$ cat src/rtl/axis_step_segment_generator_assert.svh
// assertion macros shared by the step segment generator rtl
`ifndef AXIS_STEP_SEGMENT_GENERATOR_ASSERT_SVH
`define AXIS_STEP_SEGMENT_GENERATOR_ASSERT_SVH

// condition checked in the same cycle
`define SSG_ASSERT_NOW(lbl, ante, cons, msg) \
	lbl: assert property (@(posedge clk) disable iff (!arst_n) (ante) |-> (cons)) \
		else $error(msg);

// condition checked in the next cycle
`define SSG_ASSERT_NEXT(lbl, ante, cons, msg) \
	lbl: assert property (@(posedge clk) disable iff (!arst_n) (ante) |=> (cons)) \
		else $error(msg);

`endif

$ cat src/rtl/ssg_pkg.sv
// shared types and constants of the step segment generator
package ssg_pkg;

	localparam int COORD_BITS_DEF = 32;
	localparam int FIELD_W = 32;
	localparam int DUR_W = 16;
	localparam int STEP_W = 16;
	localparam int CFG_DATA_W = 16;
	localparam int CFG_IDX_W = 2;
	localparam int S_TDATA_W = 6 * FIELD_W + 2 * DUR_W;
	localparam int M_TDATA_W = 3 * FIELD_W + DUR_W;

	localparam logic [CFG_IDX_W-1:0] REG_STEP_X = 2'd0;
	localparam logic [CFG_IDX_W-1:0] REG_STEP_Y = 2'd1;
	localparam logic [CFG_IDX_W-1:0] REG_STEP_Z = 2'd2;
	localparam logic [CFG_IDX_W-1:0] REG_POINT_DELAY = 2'd3;

	localparam logic [STEP_W-1:0] STEP_RST = 16'd1;
	localparam logic [DUR_W-1:0] POINT_DELAY_RST = 16'd100;

	localparam logic KIND_START = 1'b0;
	localparam logic KIND_ADVANCE = 1'b1;

	typedef enum logic [2:0] {
		PH_IDLE = 3'b001,
		PH_STEP = 3'b010,
		PH_GOAL = 3'b100
	} phase_t;

	typedef struct packed {
		logic load;
		logic step;
		logic to_goal;
	} axis_cmd_t;

	typedef struct packed {
		logic done;
		logic eq;
	} axis_stat_t;

endpackage

$ cat src/rtl/ssg_axis.sv
// one axis: current and goal coordinate, direction and saturating step
module ssg_axis #(
	parameter int COORD_BITS = ssg_pkg::COORD_BITS_DEF
) (
	input  logic                                clk,
	input  logic                                arst_n,
	input  logic                                en,
	input  ssg_pkg::axis_cmd_t                  cmd,
	input  logic signed [ssg_pkg::FIELD_W-1:0]  start_c,
	input  logic signed [ssg_pkg::FIELD_W-1:0]  goal_c,
	input  logic        [ssg_pkg::STEP_W-1:0]   step_size,
	output logic        [ssg_pkg::FIELD_W-1:0]  pos_nxt,
	output ssg_pkg::axis_stat_t                 stat
);
	import ssg_pkg::*;

	localparam int EXT_W = (COORD_BITS > FIELD_W) ? COORD_BITS : FIELD_W;
	localparam int WIDE = EXT_W + 2;
	localparam logic signed [WIDE-1:0] CMAX =
		signed'({{(WIDE-COORD_BITS+1){1'b0}}, {(COORD_BITS-1){1'b1}}});
	localparam logic signed [WIDE-1:0] CMIN = ~CMAX;

	logic signed [COORD_BITS-1:0] cur_q, tgt_q;
	logic                         neg_q;

	logic signed [COORD_BITS-1:0] cur_n, tgt_n, st_cl, gl_cl, stepped;
	logic                         neg_n, done_now;
	logic signed [WIDE-1:0]       cur_w, d_w, sum_w, out_w;

	function automatic logic signed [COORD_BITS-1:0] clamp(input logic signed [WIDE-1:0] v);
		logic signed [WIDE-1:0] r;
		r = v;
		if (v > CMAX) r = CMAX;
		if (v < CMIN) r = CMIN;
		return r[COORD_BITS-1:0];
	endfunction

	always_comb begin
		st_cl = clamp(WIDE'(start_c));
		gl_cl = clamp(WIDE'(goal_c));
		cur_w = WIDE'(cur_q);
		d_w = signed'(WIDE'(step_size));
		sum_w = neg_q ? (cur_w - d_w) : (cur_w + d_w);
		stepped = clamp(sum_w);
		done_now = neg_q ? (cur_q <= tgt_q) : (cur_q >= tgt_q);

		cur_n = cur_q;
		tgt_n = tgt_q;
		neg_n = neg_q;
		if (cmd.load) begin
			cur_n = st_cl;
			tgt_n = gl_cl;
			neg_n = st_cl > gl_cl;
		end else if (cmd.step) begin
			if (!done_now) cur_n = stepped;
		end else if (cmd.to_goal) begin
			cur_n = tgt_q;
		end

		stat.done = neg_n ? (cur_n <= tgt_n) : (cur_n >= tgt_n);
		stat.eq = cur_n == tgt_n;
		out_w = WIDE'(cur_n);
		pos_nxt = out_w[FIELD_W-1:0];
	end

	always_ff @(posedge clk or negedge arst_n) begin
		if (!arst_n) begin
			cur_q <= '0;
			tgt_q <= '0;
			neg_q <= 1'b0;
		end else if (en) begin
			cur_q <= cur_n;
			tgt_q <= tgt_n;
			neg_q <= neg_n;
		end
	end

endmodule

$ cat src/rtl/axis_step_segment_generator.sv
// top level of the three-axis step segment generator
// usage: a start word (tuser 0) loads start and goal and returns the start point; every
// advance word (tuser 1) returns the next point, each moving axis stepped by its
// configured size toward the goal and saturated to the coordinate range; once all axes
// are done the goal point follows with its own duration if the last point missed it.
// the last point of a segment has tlast set. an advance with no segment running
// returns nothing. one word is taken every clock cycle while the output side keeps
// taking words: the input register feeds the three axis units, whose add and compare
// settle combinationally into the result register.
`include "axis_step_segment_generator_assert.svh"

module axis_step_segment_generator #(
	parameter int COORD_BITS = ssg_pkg::COORD_BITS_DEF
) (
	input  logic                                 clk,
	input  logic                                 arst_n,
	// configuration write port
	input  logic                                 cfg_wr_en,
	input  logic [ssg_pkg::CFG_IDX_W-1:0]        cfg_index,
	input  logic [ssg_pkg::CFG_DATA_W-1:0]       cfg_wdata,
	// input words
	input  logic                                 s_axis_tvalid,
	output logic                                 s_axis_tready,
	// start_x, start_y, start_z, start_duration, goal_x, goal_y, goal_z, goal_duration
	input  logic [ssg_pkg::S_TDATA_W-1:0]        s_axis_tdata,
	// kind
	input  logic                                 s_axis_tuser,
	// result words
	output logic                                 m_axis_tvalid,
	input  logic                                 m_axis_tready,
	// pos_x, pos_y, pos_z, duration
	output logic [ssg_pkg::M_TDATA_W-1:0]        m_axis_tdata,
	// final_res
	output logic                                 m_axis_tlast
);
	import ssg_pkg::*;

	// configuration registers
	logic [STEP_W-1:0] step_x_q, step_y_q, step_z_q;
	logic [DUR_W-1:0]  point_delay_q;

	// input register
	logic                      valid_s1;
	logic                      kind_s1;
	logic [S_TDATA_W-1:0]      data_s1;

	// segment state
	phase_t            phase_q, phase_n;
	logic [DUR_W-1:0]  target_dur_q;

	// result register
	logic                  out_valid_q;
	logic [M_TDATA_W-1:0]  out_data_q;
	logic                  out_last_q;

	logic                advance, emit, fin_n;
	logic [DUR_W-1:0]    dur_n;
	axis_cmd_t           cmd;
	axis_stat_t          st_x, st_y, st_z;
	logic [FIELD_W-1:0]  px, py, pz;

	// field slices of the input word
	logic signed [FIELD_W-1:0] start_x, start_y, start_z, goal_x, goal_y, goal_z;
	logic [DUR_W-1:0]          start_dur, goal_dur;

	assign start_x   = signed'(data_s1[FIELD_W-1:0]);
	assign start_y   = signed'(data_s1[2*FIELD_W-1:FIELD_W]);
	assign start_z   = signed'(data_s1[3*FIELD_W-1:2*FIELD_W]);
	assign start_dur = data_s1[3*FIELD_W+DUR_W-1:3*FIELD_W];
	assign goal_x    = signed'(data_s1[4*FIELD_W+DUR_W-1:3*FIELD_W+DUR_W]);
	assign goal_y    = signed'(data_s1[5*FIELD_W+DUR_W-1:4*FIELD_W+DUR_W]);
	assign goal_z    = signed'(data_s1[6*FIELD_W+DUR_W-1:5*FIELD_W+DUR_W]);
	assign goal_dur  = data_s1[S_TDATA_W-1:6*FIELD_W+DUR_W];

	// the stage moves on when the result register is free or being emptied
	assign advance = valid_s1 && (!out_valid_q || m_axis_tready);
	assign s_axis_tready = !valid_s1 || advance;

	assign m_axis_tvalid = out_valid_q;
	assign m_axis_tdata  = out_data_q;
	assign m_axis_tlast  = out_last_q;

	always_comb begin
		cmd.load    = kind_s1 == KIND_START;
		cmd.step    = (kind_s1 == KIND_ADVANCE) && (phase_q == PH_STEP);
		cmd.to_goal = (kind_s1 == KIND_ADVANCE) && (phase_q == PH_GOAL);
	end

	ssg_axis #(.COORD_BITS(COORD_BITS)) u_axis_x (
		.clk(clk), .arst_n(arst_n), .en(advance), .cmd(cmd),
		.start_c(start_x), .goal_c(goal_x), .step_size(step_x_q),
		.pos_nxt(px), .stat(st_x)
	);

	ssg_axis #(.COORD_BITS(COORD_BITS)) u_axis_y (
		.clk(clk), .arst_n(arst_n), .en(advance), .cmd(cmd),
		.start_c(start_y), .goal_c(goal_y), .step_size(step_y_q),
		.pos_nxt(py), .stat(st_y)
	);

	ssg_axis #(.COORD_BITS(COORD_BITS)) u_axis_z (
		.clk(clk), .arst_n(arst_n), .en(advance), .cmd(cmd),
		.start_c(start_z), .goal_c(goal_z), .step_size(step_z_q),
		.pos_nxt(pz), .stat(st_z)
	);

	// sequencing of one segment and the fields of the result word
	always_comb begin
		phase_n = phase_q;
		emit = 1'b0;
		fin_n = 1'b0;
		dur_n = point_delay_q;
		if (cmd.load) begin
			emit = 1'b1;
			dur_n = start_dur;
			// start on the goal: the goal point follows on the next advance
			phase_n = (st_x.eq && st_y.eq && st_z.eq) ? PH_GOAL : PH_STEP;
		end else begin
			unique case (phase_q)
				PH_STEP: begin
					emit = 1'b1;
					if (st_x.done && st_y.done && st_z.done) begin
						if (st_x.eq && st_y.eq && st_z.eq) begin
							// step landed on the goal, no extra goal point
							fin_n = 1'b1;
							phase_n = PH_IDLE;
						end else begin
							phase_n = PH_GOAL;
						end
					end
				end
				PH_GOAL: begin
					emit = 1'b1;
					fin_n = 1'b1;
					dur_n = target_dur_q;
					phase_n = PH_IDLE;
				end
				default: begin
					// advance with no segment running
					phase_n = PH_IDLE;
				end
			endcase
		end
	end

	always_ff @(posedge clk or negedge arst_n) begin
		if (!arst_n) begin
			step_x_q <= STEP_RST;
			step_y_q <= STEP_RST;
			step_z_q <= STEP_RST;
			point_delay_q <= POINT_DELAY_RST;
		end else if (cfg_wr_en) begin
			unique case (cfg_index)
				REG_STEP_X:      step_x_q <= cfg_wdata;
				REG_STEP_Y:      step_y_q <= cfg_wdata;
				REG_STEP_Z:      step_z_q <= cfg_wdata;
				REG_POINT_DELAY: point_delay_q <= cfg_wdata;
				default: ;
			endcase
		end
	end

	// input register
	always_ff @(posedge clk or negedge arst_n) begin
		if (!arst_n) begin
			valid_s1 <= 1'b0;
		end else if (s_axis_tready) begin
			valid_s1 <= s_axis_tvalid;
		end
	end

	always_ff @(posedge clk) begin
		if (s_axis_tready && s_axis_tvalid) begin
			kind_s1 <= s_axis_tuser;
			data_s1 <= s_axis_tdata;
		end
	end

	// segment state
	always_ff @(posedge clk or negedge arst_n) begin
		if (!arst_n) begin
			phase_q <= PH_IDLE;
			target_dur_q <= '0;
		end else if (advance) begin
			phase_q <= phase_n;
			if (cmd.load) target_dur_q <= goal_dur;
		end
	end

	// result register
	always_ff @(posedge clk or negedge arst_n) begin
		if (!arst_n) begin
			out_valid_q <= 1'b0;
		end else if (advance) begin
			out_valid_q <= emit;
		end else if (m_axis_tready) begin
			out_valid_q <= 1'b0;
		end
	end

	always_ff @(posedge clk) begin
		if (advance && emit) begin
			out_data_q <= {dur_n, pz, py, px};
			out_last_q <= fin_n;
		end
	end

	`SSG_ASSERT_NEXT(a_start_not_last, advance && kind_s1 == KIND_START,
		m_axis_tvalid && !m_axis_tlast, "start point must not be marked last")
	`SSG_ASSERT_NEXT(a_goal_is_last,
		advance && kind_s1 == KIND_ADVANCE && phase_q == PH_GOAL,
		m_axis_tvalid && m_axis_tlast, "goal point must be marked last")
	`SSG_ASSERT_NEXT(a_last_ends_segment, advance && emit && fin_n,
		phase_q == PH_IDLE, "last point must end the segment")
	`SSG_ASSERT_NOW(a_stall_blocks_input, valid_s1 && out_valid_q && !m_axis_tready,
		!s_axis_tready, "input taken while stage is blocked")

endmodule

$ cat config.mk
export PLATFORM = sky130hd
export DESIGN_NAME = axis_step_segment_generator
export DESIGN_NICKNAME = d
export VERILOG_FILES = /design/src/rtl/ssg_pkg.sv /design/src/rtl/ssg_axis.sv /design/src/rtl/axis_step_segment_generator.sv
export VERILOG_INCLUDE_DIRS = /design/src /design/src/rtl
export SDC_FILE = /design/constraint.sdc
export NUM_CORES = 2
export LEC_CHECK = 0
export BUFFER_PORTS_ARGS = -buffer_cell sky130_fd_sc_hd__buf_4
export CORE_MARGIN = 5
export CORE_UTILIZATION = 45
export DETAILED_ROUTE_END_ITERATION = 7
export PLACE_DENSITY_LB_ADDON = 0.2
export SYNTH_ARGS = -nofsm -noshare
export SYNTH_HDL_FRONTEND = slang
export SYNTH_SLANG_ARGS = --single-unit
$ cat constraint.sdc
create_clock -name clk -period 18.7 [get_ports clk]
set_input_delay 1.87 -clock clk [delete_from_list [all_inputs] [get_ports clk]]
set_output_delay 1.87 -clock clk [all_outputs]
set_load 0.03 [all_outputs]
==> results.sh <==
export IMPL_vdd_ir_drop_max_uv=125
export IMPL_synth_ff_type="edfxtp_1"
export IMPL_synth_top_family_by_area="compound AO/OA/AOI/OAI gates"
export IMPL_fin_skew_ns=0.0158
export IMPL_yosys_warnings=0
export IMPL_holdCritStartpoint="data_s1[208]$_DFFE_PP_"
export IMPL_hold_buffers=0
export IMPL_ys_types=81
export IMPL_finalHoldViolations=0
export IMPL_drtAntennaViolNets=0
export IMPL_final_cell_count_no_fill=5362
export IMPL_initialDrtViolationCount=2578
export IMPL_min_period_ns=9.64
export IMPL_cts_tree="yes"
export IMPL_p_total_w=0.00921
export IMPL_dpl_hpwl_um=95000
export IMPL_grt_pass1_wl_um=193000
export IMPL_cp_common_cell="or3_1"
export IMPL_critical_path_required_ns=19.22
export IMPL_synth_xor_area_share_pct=2.82
export IMPL_r2r_end="phase_q[1]$_DFFE_PN0P_"
export IMPL_ios=363
export IMPL_synth_edf_count=338
export IMPL_setup_viol=0
export IMPL_rsz0062_at_grt="false"
export IMPL_dp_cells=5224
export IMPL_netlist_area_um2=39400
export IMPL_fmax_ghz=0.104
export IMPL_r2r_cells=26
export IMPL_die_y_um=306
export IMPL_setup_ws_ns=9.06
export IMPL_yosysSeqAreaShare_pct=43.5
export IMPL_areaGrowthSynthToFinish_pct=15.2
export IMPL_cts_sinks=618
export IMPL_die_w_um=306
export IMPL_yosys_area_top_type="edfxtp_1"
export IMPL_grtUsageTotal_pct=26.5
export IMPL_worst_slew_pin_slew_ns=1.12
export IMPL_slowest_delay_ns=0.76
export IMPL_cellLeakagePower_nw=19.7
export IMPL_fin_nets=4785
export IMPL_setup_tns_ns=0
export IMPL_fin_crit_sh_pct=51.6
export IMPL_row_count=108
export IMPL_synth_top_cells_by_count="ha_1 (390), nand2_1 (378), edfxtp_1 (338), a21oi_1 (278), dfrtp_1 (273)"
export IMPL_synth_top_cell_area_share_pct=25.7
export IMPL_place_ws_ns=9.11
export IMPL_root_buffer="clkbuf_16"
export IMPL_crit_type="flop to flop"
export IMPL_clk_pin_slew_worst_paths_ns=0.06
export IMPL_netlist_top_cells_area="edfxtp_1 (26%), dfrtp_1 (17%), ha_1 (12%)"
export IMPL_rrSetupSlack_ns=9.06
export IMPL_h_tree_depth=3
export IMPL_wirelength_um=128000
export IMPL_cp_max_fo=17
export IMPL_synth_mux_area_share_pct=7.45
export IMPL_first_pass_iters=8
export IMPL_vias=31700
export IMPL_grt_max_degree=135
export IMPL_relSlewSlack_pct=24.6
export IMPL_min_to="target_dur_q[0]$_DFFE_PN0P_"
export IMPL_r2r_start="step_y_q[4]$_DFFE_PN0P_"
export IMPL_antenna_found_initial=5
export IMPL_cts_resized=0
export IMPL_maxCapViolations=0
export IMPL_clock_path_buffers=3
export IMPL_grt_ovfl_total=0
export IMPL_worst_hold_path_num_cells=1
export IMPL_ys_ff_latch=618
export IMPL_core_um2=86900
export IMPL_drcViolationCount=0
export IMPL_place_gp_congestion=0.950
export IMPL_start_util_pct=45.4
export IMPL_cp_end_kind="flop"
export IMPL_drive_above_1_share_pct=17.1
export IMPL_synth_compound_area_share_pct=17.8
export IMPL_startpoint="step_y_q[4]$_DFFE_PN0P_"
export IMPL_routedWlPerCell_um=24.0
export IMPL_hp_class="flop to flop"
export IMPL_syn_avg_cell_area_um2=10.0
export IMPL_critical_path_arrival_ns=10.16
export IMPL_synthSimpleGateAreaFrac_pct=10.6
export IMPL_port_buffers=362
export IMPL_viasPerCell=5.92
export IMPL_syn_nets=4573
export IMPL_powerDensity_nw_per_um2=203
export IMPL_numCtsBuffers=73
export IMPL_cpMaxStageDelayCell="nor4_1"
export IMPL_async_flop_share_pct=45.3
export IMPL_worstSkewPairLatency_ns=0.64
export IMPL_grt_pass1_vias=31400
export IMPL_yosysMostFrequentCell="ha_1"
export IMPL_postCtsSetupRepairBufs=0
export IMPL_synth_cells=3932
export IMPL_finalMaxSlewViolations=0
export IMPL_startpoint_type="flop"
export IMPL_outcome="finished, final reports clean"
export IMPL_dieArea_um2=93700
export IMPL_synth_fa_ha_area_share_pct=12.9
-- how the worst max path moves through the flow --
| stage | endpoint | depth (start not counted) | slack, ns |
|---|---|---|---|
| after floorplan | m_axis_tdata[0]$_DFFE_PP_ | 5 | 10.30 |
| after global placement | phase_q[1]$_DFFE_PN0P_ | 27 | 9.19 |
| after detailed placement | phase_q[1]$_DFFE_PN0P_ | 26 | 9.11 |
| after CTS | phase_q[1]$_DFFE_PN0P_ | 26 | 9.08 |
| after global routing | phase_q[0]$_DFFE_PN1P_ | 26 | 8.57 |
| final | phase_q[1]$_DFFE_PN0P_ | 26 | 9.06 |
-- logic make-up (layout without fill, tap and decap cells) --
group / Yosys count / in the layout
buffers and inverters: 511 / 784
and+or+nand+nor: 904 / 904
DFF: 618 / 618
xor gates and xnor gates: 126 / 126
muxes: 273 / 273
other: 0 / 2
AOI/OAI and AO/OA: 1094 / 1094
adders and majority gates: 406 / 406
-- flip-flops by register name (all words and copies together) (netlist names), 32 cells and up --
signal          cells
data_s1           224
m_axis_tdata      112
u_axis_x.cur_q     32
u_axis_x.tgt_q     32
u_axis_y.cur_q     32
u_axis_y.tgt_q     32
u_axis_z.cur_q     32
u_axis_z.tgt_q     32
-- metal layers --
layer	track usage, %	vias to the layer above	part of all wire, %
li1	-	14900	-
met1	36.6	15500	44
met2	43.3	1078	46
met3	4.45	206	6.5
met4	7.32	2	2.8
met5	0	-	0.016
-- through the flow --
step                hold WS [ns]  cell area [um^2]  utilization [%]
floorplan                  0.454             39400                -
global placement           0.459             43000             49.5
detailed placement         0.465             43000             49.5
CTS                        0.478             45400             52.3
global route               0.492             45400             52.3
finish                     0.475             45400             52.3
-- cell type report --
class / count / area [um^2]
diodes: 2 / 5.00
clock buffers: 107 / 2070
clock inverters: 29 / 389
fillers: 7866 / 41500
inverters: 246 / 925
multi-input cells: 2803 / 20400
flip-flops and latches: 618 / 17200
well taps: 1155 / 1450
repair buffers: 402 / 3050
-- power by group --
part	switching, W	total [W]	internal, W
Sequential	0.000419	0.00230	0.00188
Clock	0.000598	0.00148	0.000882
Combinational	0.00338	0.00543	0.00205
Total	0.00440	0.00921	0.00482
-- critical path, delay by kind of cell (launching register included) --
| kind | cells | cell delay [ns] |
|---|---|---|
| and+or+nand+nor | 17 | 6.75 |
| AOI/OAI and AO/OA | 5 | 1.33 |
| adders and majority gates | 3 | 0.83 |
| DFF | 1 | 0.39 |
| muxes | 1 | 0.18 |
-- layout by cell type, fill, tap and decap left out, types with 18 or more instances in the layout --
cell type	count
nand4_1	64
a221oi_1	30
xnor2_1	82
nor2_1	198
nor3_1	43
o31ai_1	26
edfxtp_1	338
nand2_1	375
nand2b_1	25
clkbuf_1	25
o211ai_1	53
mux2i_1	107
ha_1	390
o21a_1	29
dfrtp_1	273
o221ai_1	24
nor2b_1	32
xor2_1	42
o21ai_0	268
a21o_1	105
buf_4	399
clkbuf_16	75
a31oi_1	71
nand3_1	56
mux2_2	165
a211oi_1	24
o2bb2ai_1	34
nor4_1	18
a21oi_1	277
inv_1	243
Power figures use the tool's default switching activity.
